==> config.mk <==
export PLATFORM = sky130hd
export DESIGN_NAME = idle_timeout_frame_receiver_core
export DESIGN_NICKNAME = d
export VERILOG_FILES = /design/src/design/ifr_pkg.sv /design/src/design/ifr_ctrl.sv /design/src/design/ifr_dp.sv /design/src/design/idle_timeout_frame_receiver_core.sv
export SDC_FILE = /design/constraint.sdc
export NUM_CORES = 1
export LEC_CHECK = 0
export BUFFER_PORTS_ARGS = -buffer_cell sky130_fd_sc_hd__buf_2
export CAP_MARGIN = 20
export CORE_UTILIZATION = 50
export DETAILED_ROUTE_END_ITERATION = 16
export HOLD_SLACK_MARGIN = 0.03
export PLACE_DENSITY = 0.7
export SETUP_SLACK_MARGIN = 0.15
export SYNTH_ARGS = -nofsm -noshare
export SYNTH_HDL_FRONTEND = slang
export SYNTH_HIERARCHICAL = 1
export SYNTH_SLANG_ARGS = --single-unit
==> constraint.sdc <==
create_clock -name aclk -period 4.2 [get_ports aclk]
set_input_delay 0 -clock aclk [delete_from_list [all_inputs] [get_ports aclk]]
set_output_delay 0 -clock aclk [all_outputs]
set_load 0.01 [all_outputs]
==> src/design/ifr_pkg.sv <==
// ----------------------------------------------------------------------------
// ifr_pkg: shared types and constants of the idle timeout frame receiver
// Holds the register map, the input codes, the controller states and the
// command and status bundles between controller and datapath.
// ----------------------------------------------------------------------------
package ifr_pkg;

    // Default depth of the frame buffer.
    localparam int BUFFER_DEPTH_DEFAULT = 32;

    // Configuration port geometry.
    localparam int CFG_INDEX_W = 2;
    localparam int CFG_DATA_W  = 16;

    // Register reset values.
    localparam logic [7:0]  IDLE_LIMIT_RESET  = 8'd5;
    localparam logic [15:0] LINK_LIMIT_RESET  = 16'd10000;
    localparam logic [7:0]  HEADER_BYTE_RESET = 8'hD5;
    localparam logic [15:0] CONC_FLOOR_RESET  = 16'd210;

    // Link counter saturation value.
    localparam logic [15:0] LINK_COUNT_MAX = 16'hFFFF;

    // Frame layout: five big-endian words from byte 3 on, then the key byte.
    localparam int N_FIELDS         = 5;
    localparam int FIELD_FIRST_BYTE = 3;
    localparam int KEY_BYTE         = 13;
    localparam int CAP_BYTES        = KEY_BYTE - FIELD_FIRST_BYTE + 1;

    // Register map.
    typedef enum logic [CFG_INDEX_W-1:0] {
        CFG_IDLE_LIMIT  = 2'd0,
        CFG_LINK_LIMIT  = 2'd1,
        CFG_HEADER_BYTE = 2'd2,
        CFG_CONC_FLOOR  = 2'd3
    } cfg_idx_t;

    // Input item kinds carried on s_tuser.
    localparam logic FUNC_BYTE = 1'b0;
    localparam logic FUNC_TICK = 1'b1;

    // Controller states.
    typedef enum logic [1:0] {
        ST_IDLE,
        ST_WALK,
        ST_DRAIN,
        ST_FINISH
    } ifr_state_t;

    // Commands from controller to datapath.
    typedef struct packed {
        logic accept;
        logic walk_issue;
        logic finish;
    } ifr_cmd_t;

    // Status from datapath to controller.
    typedef struct packed {
        logic close_frame;
        logic walk_end;
        logic out_free;
    } ifr_stat_t;

endpackage

==> src/design/ifr_ctrl.sv <==
// ----------------------------------------------------------------------------
// ifr_ctrl: sequencing controller of the frame receiver
// Accepts items while idle and walks the buffer when a tick closes a frame.
// ----------------------------------------------------------------------------
module ifr_ctrl
    import ifr_pkg::*;
(
    input  logic      aclk,
    input  logic      aresetn,
    input  logic      s_tvalid,
    output logic      s_tready,
    input  ifr_stat_t stat,
    output ifr_cmd_t  cmd
);

    ifr_state_t state_reg;
    ifr_state_t state_next;
    logic       take;

    // A transaction is taken in idle once the output register has room.
    assign take = (state_reg == ST_IDLE) && stat.out_free && s_tvalid;

    // State register.
    always_ff @(posedge aclk) begin
        if (!aresetn) begin
            state_reg <= ST_IDLE;
        end else begin
            state_reg <= state_next;
        end
    end

    // Next state.
    always_comb begin
        state_next = state_reg;
        unique case (state_reg)
            ST_IDLE: begin
                if (take && stat.close_frame) begin
                    state_next = ST_WALK;
                end
            end
            ST_WALK: begin
                if (stat.walk_end) begin
                    state_next = ST_DRAIN;
                end
            end
            ST_DRAIN:  state_next = ST_FINISH;
            ST_FINISH: state_next = ST_IDLE;
            default:   state_next = ST_IDLE;
        endcase
    end

    // Outputs.
    always_comb begin
        s_tready       = 1'b0;
        cmd.accept     = 1'b0;
        cmd.walk_issue = 1'b0;
        cmd.finish     = 1'b0;
        unique case (state_reg)
            ST_IDLE: begin
                s_tready   = stat.out_free;
                cmd.accept = take;
            end
            ST_WALK:   cmd.walk_issue = 1'b1;
            ST_DRAIN:  ;
            ST_FINISH: cmd.finish = 1'b1;
            default:   ;
        endcase
    end

endmodule

==> src/design/ifr_dp.sv <==
// ----------------------------------------------------------------------------
// ifr_dp: datapath of the frame receiver
// Holds the configuration registers, the frame buffer, the idle and link
// counters, the checksum walk, the latched fields and the output register.
// ----------------------------------------------------------------------------
module ifr_dp
    import ifr_pkg::*;
#(
    parameter int BUFFER_DEPTH = BUFFER_DEPTH_DEFAULT
) (
    input  logic                   aclk,
    input  logic                   aresetn,
    // Item payload
    input  logic [7:0]             s_tdata,
    input  logic                   s_tuser,
    // Result register
    output logic                   m_tvalid,
    input  logic                   m_tready,
    output logic [87:0]            m_tdata,
    output logic [2:0]             m_tuser,
    // Configuration channel
    input  logic                   cfg_valid,
    output logic                   cfg_ready,
    input  logic [CFG_INDEX_W-1:0] cfg_index,
    input  logic [CFG_DATA_W-1:0]  cfg_data,
    // Controller
    input  ifr_cmd_t               cmd,
    output ifr_stat_t              stat
);

    localparam int IDX_W = $clog2(BUFFER_DEPTH);
    localparam logic [IDX_W-1:0] LAST_SLOT = IDX_W'(BUFFER_DEPTH - 1);
    localparam logic [IDX_W-1:0] KEY_IDX   = IDX_W'(KEY_BYTE);

    // Configuration registers
    logic [7:0]  idle_limit_reg;
    logic [15:0] link_limit_reg;
    logic [7:0]  header_byte_reg;
    logic [15:0] conc_floor_reg;

    // Frame buffer with per-entry valid bits
    logic [7:0]              mem [BUFFER_DEPTH];
    logic [BUFFER_DEPTH-1:0] vld_reg;

    // Frame and link state
    logic [IDX_W-1:0] count_reg;
    logic [7:0]       timer_reg;
    logic [15:0]      link_cnt_reg;
    logic             link_flag_reg;
    logic [15:0]      fields_reg [N_FIELDS];
    logic [7:0]       key_reg;

    // Checksum walk
    logic [IDX_W-1:0] rd_idx_reg;
    logic [IDX_W-1:0] rd_idx_q_reg;
    logic             rd_dv_reg;
    logic [7:0]       rd_data_reg;
    logic             rd_vld_reg;
    logic [IDX_W-1:0] len_m1_reg;
    logic [IDX_W-1:0] last_idx_reg;
    logic [7:0]       sum_reg;
    logic [7:0]       hdr_reg;
    logic [7:0]       tail_reg;
    logic [7:0]       cap_reg [CAP_BYTES];

    // Output register
    logic        m_tvalid_reg;
    logic [87:0] m_tdata_reg;
    logic [2:0]  m_tuser_reg;

    // Combinational terms
    logic             is_tick;
    logic [15:0]      link_inc;
    logic             link_over;
    logic [8:0]       idle_inc;
    logic             close_frame;
    logic [IDX_W-1:0] count_m1;
    logic [7:0]       rd_byte;
    logic             frame_ok;
    logic             commit;
    logic             emit;
    logic [15:0]      field_out [N_FIELDS];
    logic [7:0]       key_out;
    logic [15:0]      conc_out;
    logic             link_up_out;

    assign cfg_ready = 1'b1;

    // Configuration writes.
    always_ff @(posedge aclk) begin
        if (!aresetn) begin
            idle_limit_reg  <= IDLE_LIMIT_RESET;
            link_limit_reg  <= LINK_LIMIT_RESET;
            header_byte_reg <= HEADER_BYTE_RESET;
            conc_floor_reg  <= CONC_FLOOR_RESET;
        end else if (cfg_valid) begin
            unique case (cfg_idx_t'(cfg_index))
                CFG_IDLE_LIMIT:  idle_limit_reg  <= cfg_data[7:0];
                CFG_LINK_LIMIT:  link_limit_reg  <= cfg_data;
                CFG_HEADER_BYTE: header_byte_reg <= cfg_data[7:0];
                CFG_CONC_FLOOR:  conc_floor_reg  <= cfg_data;
                default:         ;
            endcase
        end
    end

    // Tick arithmetic: saturating link count and idle timer with its limit.
    assign is_tick     = (s_tuser == FUNC_TICK);
    assign link_inc    = (link_cnt_reg == LINK_COUNT_MAX) ? link_cnt_reg
                                                          : link_cnt_reg + 16'd1;
    assign link_over   = (link_inc > link_limit_reg);
    assign idle_inc    = {1'b0, timer_reg} + 9'd1;
    assign close_frame = is_tick && (count_reg != '0) && (idle_inc > {1'b0, idle_limit_reg});
    assign count_m1    = count_reg - IDX_W'(1);

    // An entry never written since reset reads as zero.
    assign rd_byte  = rd_vld_reg ? rd_data_reg : 8'h00;
    assign frame_ok = (hdr_reg == header_byte_reg) && (tail_reg == sum_reg);
    assign commit   = cmd.finish && frame_ok;
    assign emit     = (cmd.accept && !close_frame) || cmd.finish;

    // Field values shown with this result: fresh ones from a good frame.
    always_comb begin
        for (int f = 0; f < N_FIELDS; f++) begin
            field_out[f] = commit ? {cap_reg[2*f], cap_reg[2*f+1]} : fields_reg[f];
        end
        key_out = commit ? cap_reg[CAP_BYTES-1] : key_reg;
    end

    assign conc_out = (field_out[0] <= conc_floor_reg) ? conc_floor_reg : field_out[0];

    always_comb begin
        if (cmd.finish) begin
            link_up_out = frame_ok || link_flag_reg;
        end else if (is_tick && link_over) begin
            link_up_out = 1'b0;
        end else begin
            link_up_out = link_flag_reg;
        end
    end

    // Buffer write on a received byte, registered read during the walk.
    always_ff @(posedge aclk) begin
        if (cmd.accept && !is_tick) begin
            mem[count_reg] <= s_tdata;
        end
        if (cmd.walk_issue) begin
            rd_data_reg  <= mem[rd_idx_reg];
            rd_vld_reg   <= vld_reg[rd_idx_reg];
            rd_idx_q_reg <= rd_idx_reg;
        end
    end

    // Valid bits of the buffer entries.
    always_ff @(posedge aclk) begin
        if (!aresetn) begin
            vld_reg <= '0;
        end else if (cmd.accept && !is_tick) begin
            vld_reg[count_reg] <= 1'b1;
        end
    end

    // Byte count and idle timer.
    always_ff @(posedge aclk) begin
        if (!aresetn) begin
            count_reg <= '0;
            timer_reg <= '0;
        end else if (cmd.accept) begin
            if (!is_tick) begin
                count_reg <= (count_reg == LAST_SLOT) ? count_reg : count_reg + IDX_W'(1);
                timer_reg <= '0;
            end else if (count_reg != '0) begin
                if (close_frame) begin
                    count_reg <= '0;
                    timer_reg <= '0;
                end else begin
                    timer_reg <= idle_inc[7:0];
                end
            end
        end
    end

    // Link counter and link flag.
    always_ff @(posedge aclk) begin
        if (!aresetn) begin
            link_cnt_reg  <= '0;
            link_flag_reg <= 1'b0;
        end else if (cmd.accept && is_tick) begin
            if (link_over) begin
                link_flag_reg <= 1'b0;
                link_cnt_reg  <= link_limit_reg;
            end else begin
                link_cnt_reg <= link_inc;
            end
        end else if (commit) begin
            link_cnt_reg  <= '0;
            link_flag_reg <= 1'b1;
        end
    end

    // Walk setup on a closing tick and read address stepping.
    always_ff @(posedge aclk) begin
        if (!aresetn) begin
            rd_idx_reg <= '0;
            rd_dv_reg  <= 1'b0;
        end else begin
            rd_dv_reg <= cmd.walk_issue;
            if (cmd.accept && close_frame) begin
                rd_idx_reg <= '0;
            end else if (cmd.walk_issue) begin
                rd_idx_reg <= rd_idx_reg + IDX_W'(1);
            end
        end
    end

    // Frame extent of the walk: through the last byte and the key byte.
    always_ff @(posedge aclk) begin
        if (cmd.accept && close_frame) begin
            len_m1_reg   <= count_m1;
            last_idx_reg <= (count_m1 > KEY_IDX) ? count_m1 : KEY_IDX;
        end
    end

    // Checksum, header, trailer and field byte capture.
    always_ff @(posedge aclk) begin
        if (cmd.accept && close_frame) begin
            sum_reg <= '0;
        end else if (rd_dv_reg) begin
            if (rd_idx_q_reg < len_m1_reg) begin
                sum_reg <= sum_reg + rd_byte;
            end
            if (rd_idx_q_reg == '0) begin
                hdr_reg <= rd_byte;
            end
            if (rd_idx_q_reg == len_m1_reg) begin
                tail_reg <= rd_byte;
            end
            for (int k = 0; k < CAP_BYTES; k++) begin
                if (rd_idx_q_reg == IDX_W'(FIELD_FIRST_BYTE + k)) begin
                    cap_reg[k] <= rd_byte;
                end
            end
        end
    end

    // Latched fields; the concentration is raised to the floor on every item.
    always_ff @(posedge aclk) begin
        if (!aresetn) begin
            for (int f = 0; f < N_FIELDS; f++) begin
                fields_reg[f] <= '0;
            end
            key_reg <= '0;
        end else begin
            if (emit) begin
                fields_reg[0] <= conc_out;
            end
            if (commit) begin
                for (int f = 1; f < N_FIELDS; f++) begin
                    fields_reg[f] <= field_out[f];
                end
                key_reg <= key_out;
            end
        end
    end

    // Output register.
    always_ff @(posedge aclk) begin
        if (!aresetn) begin
            m_tvalid_reg <= 1'b0;
        end else if (emit) begin
            m_tvalid_reg <= 1'b1;
        end else if (m_tready) begin
            m_tvalid_reg <= 1'b0;
        end
    end

    always_ff @(posedge aclk) begin
        if (emit) begin
            m_tuser_reg <= {link_up_out, commit, cmd.finish};
            m_tdata_reg <= {key_out, field_out[4], field_out[3], field_out[2],
                            field_out[1], conc_out};
        end
    end

    assign m_tvalid = m_tvalid_reg;
    assign m_tdata  = m_tdata_reg;
    assign m_tuser  = m_tuser_reg;

    // Status toward the controller.
    assign stat.close_frame = close_frame;
    assign stat.walk_end    = (rd_idx_reg == last_idx_reg);
    assign stat.out_free    = !m_tvalid_reg || m_tready;

endmodule

==> src/design/idle_timeout_frame_receiver_core.sv <==
// ----------------------------------------------------------------------------
// idle_timeout_frame_receiver_core: UART frame receiver with idle timeout
// Collects bytes into a frame buffer, closes the frame after an idle period
// of timer ticks, checks header and additive checksum, latches the fields
// of a good frame and tracks link status.
//
//  Channel  Dir  Handshake            Payload
//  s_       in   s_tvalid/s_tready    s_tdata: rx_byte; s_tuser: func
//  m_       out  m_tvalid/m_tready    m_tdata: six fields; m_tuser: flags
//  cfg_     in   cfg_valid/cfg_ready  cfg_index, cfg_data
//
// A received byte or a tick that closes no frame writes its result when taken.
// A tick that closes a frame holds off new input while the checksum walk
// reads the buffer through its single registered read port.
// Reset clears the control state, the buffer valid bits, counters and fields.
// A result waits in the output register; a new transaction is taken once
// that register is empty or being read in the same cycle.
// ----------------------------------------------------------------------------
module idle_timeout_frame_receiver_core
    import ifr_pkg::*;
#(
    parameter int BUFFER_DEPTH = BUFFER_DEPTH_DEFAULT
) (
    input  logic                   aclk,
    input  logic                   aresetn,
    // Input stream
    input  logic                   s_tvalid,
    output logic                   s_tready,
    input  logic [7:0]             s_tdata,   // [7:0] rx_byte
    input  logic                   s_tuser,   // [0] func
    // Result stream
    output logic                   m_tvalid,
    input  logic                   m_tready,
    // [15:0] concentration, [31:16] flow_value, [47:32] temperature,
    // [63:48] supply_12v, [79:64] mains_voltage, [87:80] power_key
    output logic [87:0]            m_tdata,
    output logic [2:0]             m_tuser,   // [0] frame_done, [1] frame_ok, [2] link_up
    // Configuration writes
    input  logic                   cfg_valid,
    output logic                   cfg_ready,
    input  logic [CFG_INDEX_W-1:0] cfg_index,
    input  logic [CFG_DATA_W-1:0]  cfg_data
);

    ifr_cmd_t  cmd;
    ifr_stat_t stat;

    // Sequencing controller.
    ifr_ctrl u_ctrl (
        .aclk     (aclk),
        .aresetn  (aresetn),
        .s_tvalid (s_tvalid),
        .s_tready (s_tready),
        .stat     (stat),
        .cmd      (cmd)
    );

    // Datapath with buffer, counters and output register.
    ifr_dp #(
        .BUFFER_DEPTH (BUFFER_DEPTH)
    ) u_dp (
        .aclk      (aclk),
        .aresetn   (aresetn),
        .s_tdata   (s_tdata),
        .s_tuser   (s_tuser),
        .m_tvalid  (m_tvalid),
        .m_tready  (m_tready),
        .m_tdata   (m_tdata),
        .m_tuser   (m_tuser),
        .cfg_valid (cfg_valid),
        .cfg_ready (cfg_ready),
        .cfg_index (cfg_index),
        .cfg_data  (cfg_data),
        .cmd       (cmd),
        .stat      (stat)
    );

endmodule
Word level (Yosys, flattened, before mapping)
Memories as Yosys holds them, arrays and structs flattened. A register that Yosys moved wholly into a read port is not among the register bits. Cells that the tools add are included.

Memories kept: 3. Memory bits (writable): 424. Input bits: 32. Output and inout bits: 94. Logic and storage cells: 249. Bits in registers: 258.

Memory list: u_dp.mem (words 32, bits a word 8, rd ports 1, clocked after Yosys merged registers in 1, wr ports 1, line ifr_dp.sv:42) `logic [7:0] mem [BUFFER_DEPTH];`; u_dp.cap_reg (words 11, bits a word 8, rd ports 11, clocked after Yosys merged registers in 0, wr ports 1, line ifr_dp.sv:64) `logic [7:0] cap_reg [CAP_BYTES];`; u_dp.fields_reg (words 5, bits a word 16, rd ports 5, clocked after Yosys merged registers in 0, wr ports 5, line ifr_dp.sv:50) `logic [15:0] fields_reg [N_FIELDS];`.

Reductions and logical operators: 47. Mux-type cells: 125. Equality and inequality tests: 29. Order comparisons: 8. Add/subtract/negate cells: 6. Bitwise gates (word level): 8.

Operators by type and width (number): 16-bit 2-to-1 mux (15); 8-bit 2-to-1 mux (15); 8-bit OR reduction (10); 1-bit 2-to-1 mux (76); 4-bit 2-to-1 mux (10); 32-bit OR (1); 5-bit by 4-bit equality test with 1-bit output, second input constant (6); 5-bit by 3-bit equality test with 1-bit output, second input constant (4); 5-bit 2-to-1 mux (4); 16-bit by 1-bit adder with 16-bit output, second input constant (1); 16-bit equality test, second input constant (1); 8-bit equality test (2); 16-bit > comparator (1); 16-bit less-or-equal comparator (1); 2-bit AND reduction (8); 1-bit logical AND (13); 5-bit by 6-bit less-than comparator with 1-bit output, second input constant (2); 5-bit by 1-bit adder with 5-bit output, second input constant (2); 5-bit equality test (2); 8-bit by 1-bit adder with 9-bit output, second input constant (1); 9-bit by 8-bit > comparator with 1-bit output (1); 8-bit adder (1); 2-bit equality test, second input constant (4); 2-bit case mux with 4 select lines (1); other kinds (23) (41).

Depth between registers and ports, before layout
Depth after elaboration: 19. Gate-level depth with buffers: 16. Gate-level depth less buffers: 15.

Cells and area by module
The synthesis kept the hierarchy.

By module, submodules not included: ifr_dp (times used 1, cells an instance 1951, area each 27880.5 µm², sequential area each 19328.5 µm²); ifr_ctrl (times used 1, cells an instance 20, area each 188.9 µm², sequential area each 40.0 µm²).

Worst setup path before layout
OpenSTA, ideal clock, no wires.

Path type: reg2reg. Start: register u_dp.timer_reg[0]. End: register u_dp.m_tdata_reg[0], in the netlist u_dp/m_tdata[0] (enable). Path buffers: 0. Cell stages (with the launch flop): 12. Setup time: 0.444 ns. Setup slack: -0.292 ns. Arrival time: 4.048 ns. Required time: 3.756 ns. Clock period less this slack: 4.492 ns. Path through: dfxtp_1 -> ha_1 -> and3_1 -> nand3_1 -> xnor2_1 -> ha_1 -> a21o_1 -> a2111oi_0 -> o21ai_0 -> nand3_1 -> a21oi_1 -> inv_1.

Longest elaborated chain between the ends: 6.

Ends and longest elaborated chain: start: declaration (line ifr_dp.sv:47) `logic [7:0] timer_reg;`; start signal: assignment (line ifr_dp.sv:177) `timer_reg <= idle_inc[7:0];`; 8-bit by 1-bit adder with 9-bit output (line ifr_dp.sv:112) `assign idle_inc = {1'b0, timer_reg} + 9'd1;`; 9-bit by 8-bit > comparator with 1-bit output (line ifr_dp.sv:113) `assign close_frame = is_tick && (count_reg != '0) && (idle_inc > {1'b0, idle_limit_reg});`; 1-bit logical AND (line ifr_dp.sv:113); 1-bit logical NOT (line ifr_dp.sv:120) `assign emit = (cmd.accept && !close_frame) || cmd.finish;`; 1-bit logical AND (line ifr_dp.sv:120); 1-bit logical OR (line ifr_dp.sv:120); via u_dp.emit (line ifr_dp.sv:81) `logic emit;`; end signal: assignment (line ifr_dp.sv:280) `m_tdata_reg <= {key_out, field_out[4], field_out[3], field_out[2],`; end: declaration (line ifr_dp.sv:68) `logic [87:0] m_tdata_reg;`.

The timed path passes the listed nets, and every way through them passes these cells. A chain may end at the register's enable or synchronous reset.

==> run summary <==
The flow ran to the end, and the final reports show no timing, DRC or antenna violations. The critical path is of the register to register type. The fraction of final layout cells with drive strength greater than 1 is 0.2086. The pre-antenna-repair detailed-routing pass consisted of 5 iterations. After floorplanning, the core was sized to cover 0.05531 sq mm. Chip width: 238.9 um. The clock insertion delay at the later pin of the skew report was 0.60 ns. The logs give 37.57 mm for the estimated wirelength of the detail-placed design and 0.37 ns for the setup slack on the worst flop-to-flop path. STA classifies the critical path endpoint as a register.

For this run, the leading register cell type out of synthesis is sky130_fd_sc_hd__edfxtp_1. Between clock sinks in the finished design, the worst skew comes to 0.03242 ns. For the number of antenna violations at the first check in global routing, the log shows 2.

For this design the ratio of total power to cell area is 491.5 mW/mm^2. Most repeated cell in the gate-level netlist after synthesis: sky130_fd_sc_hd__edfxtp_1. Pin placement for this block handled 126 I/O pins. Setup repair after global routing could not meet its margin everywhere. The finished cells cover 0.03271 sq mm. Counting along the longest clock path gives a buffer depth of 3. The logs give 0.02807 sq mm for the cell area after synthesis and 0 for the number of failing setup endpoints in the final timing report.

The synthesized design contains 555 enable-type register cells. Global-route wire length before repair: 92.92 mm. The logs give 4.14 ns for the arrival time at the worst endpoint and 2070 for the post-synthesis net count. Max-cap violations in this run came to 0. The cell chosen for the clock root is sky130_fd_sc_hd__clkbuf_16. After detailed routing, the average wire length per cell comes to 19.93 um. Once routing completed, OpenROAD measured the worst setup slack at 0.3656 ns. Summed over all cells, the static leakage comes to 11.77 nW. The number of endpoints with negative hold slack in the final report is 0, and the count of antenna-violating nets left after detailed routing is 0. The synthesized area per cell was 14.24 sq um; the flip-flop count of the largest register, all copies and words added was 256.

Before CTS, the worst setup slack after placement is -0.08450 ns. The run gives 0.02981 sq mm as the placement-stage cell area. The smallest clock period supported by the final layout is computed as 3.834 ns.

The count of routing violations after the opening detailed-route iteration came out at 1201. The floorplan step defined a die boundary enclosing 0.05709 sq mm. The floorplan has 86 rows.

Routability congestion estimate from global placement: 0.8297. Relative to the synthesized area, the layout overhead comes to 16.53%. For this run the aggregate overflow at the end of global routing stands at 0. After detailed routing, the number of vias per cell comes to 5.501. The count of input and output buffers is 124. The final standard cell utilization of the core was 0.5914; the number of sinks on the clock net was 690. Number of buffers created by CTS: 72. Detailed routing inserted a total of 16460 vias. The number of antenna diodes in the final layout is 0. The min-delay analysis places its worst path in the category input pin to register. Yosys attributes the largest share of cell area to sky130_fd_sc_hd__edfxtp_1 59%, sky130_fd_sc_hd__dfxtp_1 9.6%, sky130_fd_sc_hd__mux4_2 7.2%.

The number of levels the H-tree was split into was 3. Effective utilization at floorplan: 0.5075. The final critical-path share of the clock period was 0.9130. TritonCTS built the clock tree.

The slew at the pin closest to its max-slew limit is 1.015 ns, and the synthesized flop and latch total is 690. For the sequential cell area fraction in the yosys report, the log shows 0.6900. Wires add up to 59.63 mm. The overall routing resource usage was 0.2121; the largest driver fanout on the critical path was 5. For this run, design rule violations remaining after detail routing come to 0. The count of final max-slew check failures came out at 0.

The vertical die dimension came out at 238.9 um. The proportion of synthesized flip-flops having asynchronous set or reset is 0. Number of global-route vias before repair: 16460. Of all cell types, the one taking the most synthesized area is sky130_fd_sc_hd__edfxtp_1.

Clock-pin slew was measured on the worst setup and hold paths at 0.06 ns. Ranked by instance count, the synthesized netlist is headed by 555 x sky130_fd_sc_hd__edfxtp_1, 344 x sky130_fd_sc_hd__nand2_1, 148 x sky130_fd_sc_hd__nor2_1. The number of distinct standard cells referenced by the synthesized netlist is 67, and the headroom to the max-slew limit is 0.3236.

Synthesis produced a netlist whose cell count is 1971. The required time reported for the critical path endpoint was 4.51 ns; the worst ir drop on vdd was 0.4358 mV. Synthesis warning total: 6.

Fill cell instance count of the final layout: 4227. Entering global routing, the biggest net connects 87 pins. Portion of synthesized cell area occupied by the leading cell type: 0.5937.

The upper clock frequency limit is 260.8 MHz. STA classifies the critical path startpoint as a register. The final layout contains 2285 nets.
-- worst paths after layout --
kind,from,end,depth (start not counted)
max,u_dp/hdr_reg[3],u_dp/fields_reg[0][4],15
min,cfg_data[12],u_dp/conc_floor_reg[12],4
max reg2reg,u_dp/hdr_reg[3],u_dp/fields_reg[0][4],15
min reg2reg,u_dp/key_reg[6],u_dp/key_reg[6],2
-- worst max-delay path, stage by stage (launching register included) --
cell and delay (ns):
sky130_fd_sc_hd__edfxtp_1 0.37, sky130_fd_sc_hd__xor2_1 0.15, sky130_fd_sc_hd__nor4_1 0.30, sky130_fd_sc_hd__nand2_1 0.17, sky130_fd_sc_hd__buf_4 0.17, sky130_fd_sc_hd__or4_4 0.52
sky130_fd_sc_hd__mux2i_2 0.28, sky130_fd_sc_hd__ha_1 0.23, sky130_fd_sc_hd__nor2b_1 0.06, sky130_fd_sc_hd__o211ai_1 0.15, sky130_fd_sc_hd__a21oi_1 0.11, sky130_fd_sc_hd__o31ai_2 0.32
sky130_fd_sc_hd__a21oi_4 0.10, sky130_fd_sc_hd__buf_4 0.19, sky130_fd_sc_hd__mux2_2 0.29, sky130_fd_sc_hd__nor2b_1 0.13
-- routing by layer --
| metal | global-route usage | vias to the layer above | share of wire |
|---|---|---|---|
| li1 | - | 7717 | - |
| met1 | 0.2903 | 8168 | 0.43 |
| met2 | 0.3519 | 491 | 0.49 |
| met3 | 0.03372 | 80 | 0.056 |
| met4 | 0.05963 | 4 | 0.016 |
| met5 | 0 | - | 0.00035 |
-- report_power, final --
part	leakage [nW]	internal (W)	switching, W	total [W]
clock	1.18	0.00382	0.00257	0.00639
combinational	4.29	0.000772	0.000992	0.00176
sequential	6.30	0.00777	0.000152	0.00792
-- cells in the final DEF (no fill, tap or decap), drive strengths merged, types with 14 or more instances in the layout --
cell type / n
edfxtp: 555
nand2: 344
buf: 193
nor2: 148
dfxtp: 135
a21oi: 135
clkbuf: 98
mux4: 90
ha: 66
inv: 64
mux2: 43
nand3: 42
dlygate4sd3: 33
xnor2: 25
xor2: 23
nor2b: 22
clkinv: 22
nor3: 16
a221o: 15
nor3b: 15
o211ai: 14
-- layout make-up --
class | instances | area [sq um] | area share
flip-flops and latches | 690 | 19370 | 0.5923
multi-input cells | 1134 | 8178 | 0.2500
clock buffers | 98 | 2097 | 0.06411
repair buffers | 226 | 1569 | 0.04797
well taps | 748 | 935.9 | 0.02861
clock inverters | 34 | 319.1 | 0.009754
inverters | 62 | 236.5 | 0.007229
-- metrics by stage --
| stage | total power [W] | instances | hold WS, ns | setup TNS (ns) |
|---|---|---|---|---|
| after floorplan | 0.009137 | 1971 | 0.09887 | 0 |
| after global placement | 0.009704 | 2812 | 0.2632 | -0.7447 |
| after detailed placement | 0.009750 | 2813 | 0.2669 | -0.8267 |
| after CTS | 0.01618 | 2982 | 0.1946 | 0 |
| after global routing | 0.01666 | 2992 | 0.2290 | 0 |
| final | 0.01608 | 2992 | 0.2373 | 0 |
-- cell families after synthesis --
logic type	count (synthesis)	share of synthesized area
xor gates and xnor gates	48	0.01498
adders and majority gates	67	0.03013
DFF	690	0.6900
buffers and inverters	147	0.02135
and+or+nand+nor	662	0.1039
AOI/OAI and AO/OA	211	0.04573
muxes	145	0.09374
other	1	0.0001336
-- timing repair --
item	CTS	global route
setup endpoints to repair	31	191
hold buffers	33	0
pin swaps	1	1
buffers inserted	4	10
hold endpoints to repair	314	0
resized for setup	1	9
Power figures use the tool's default switching activity.
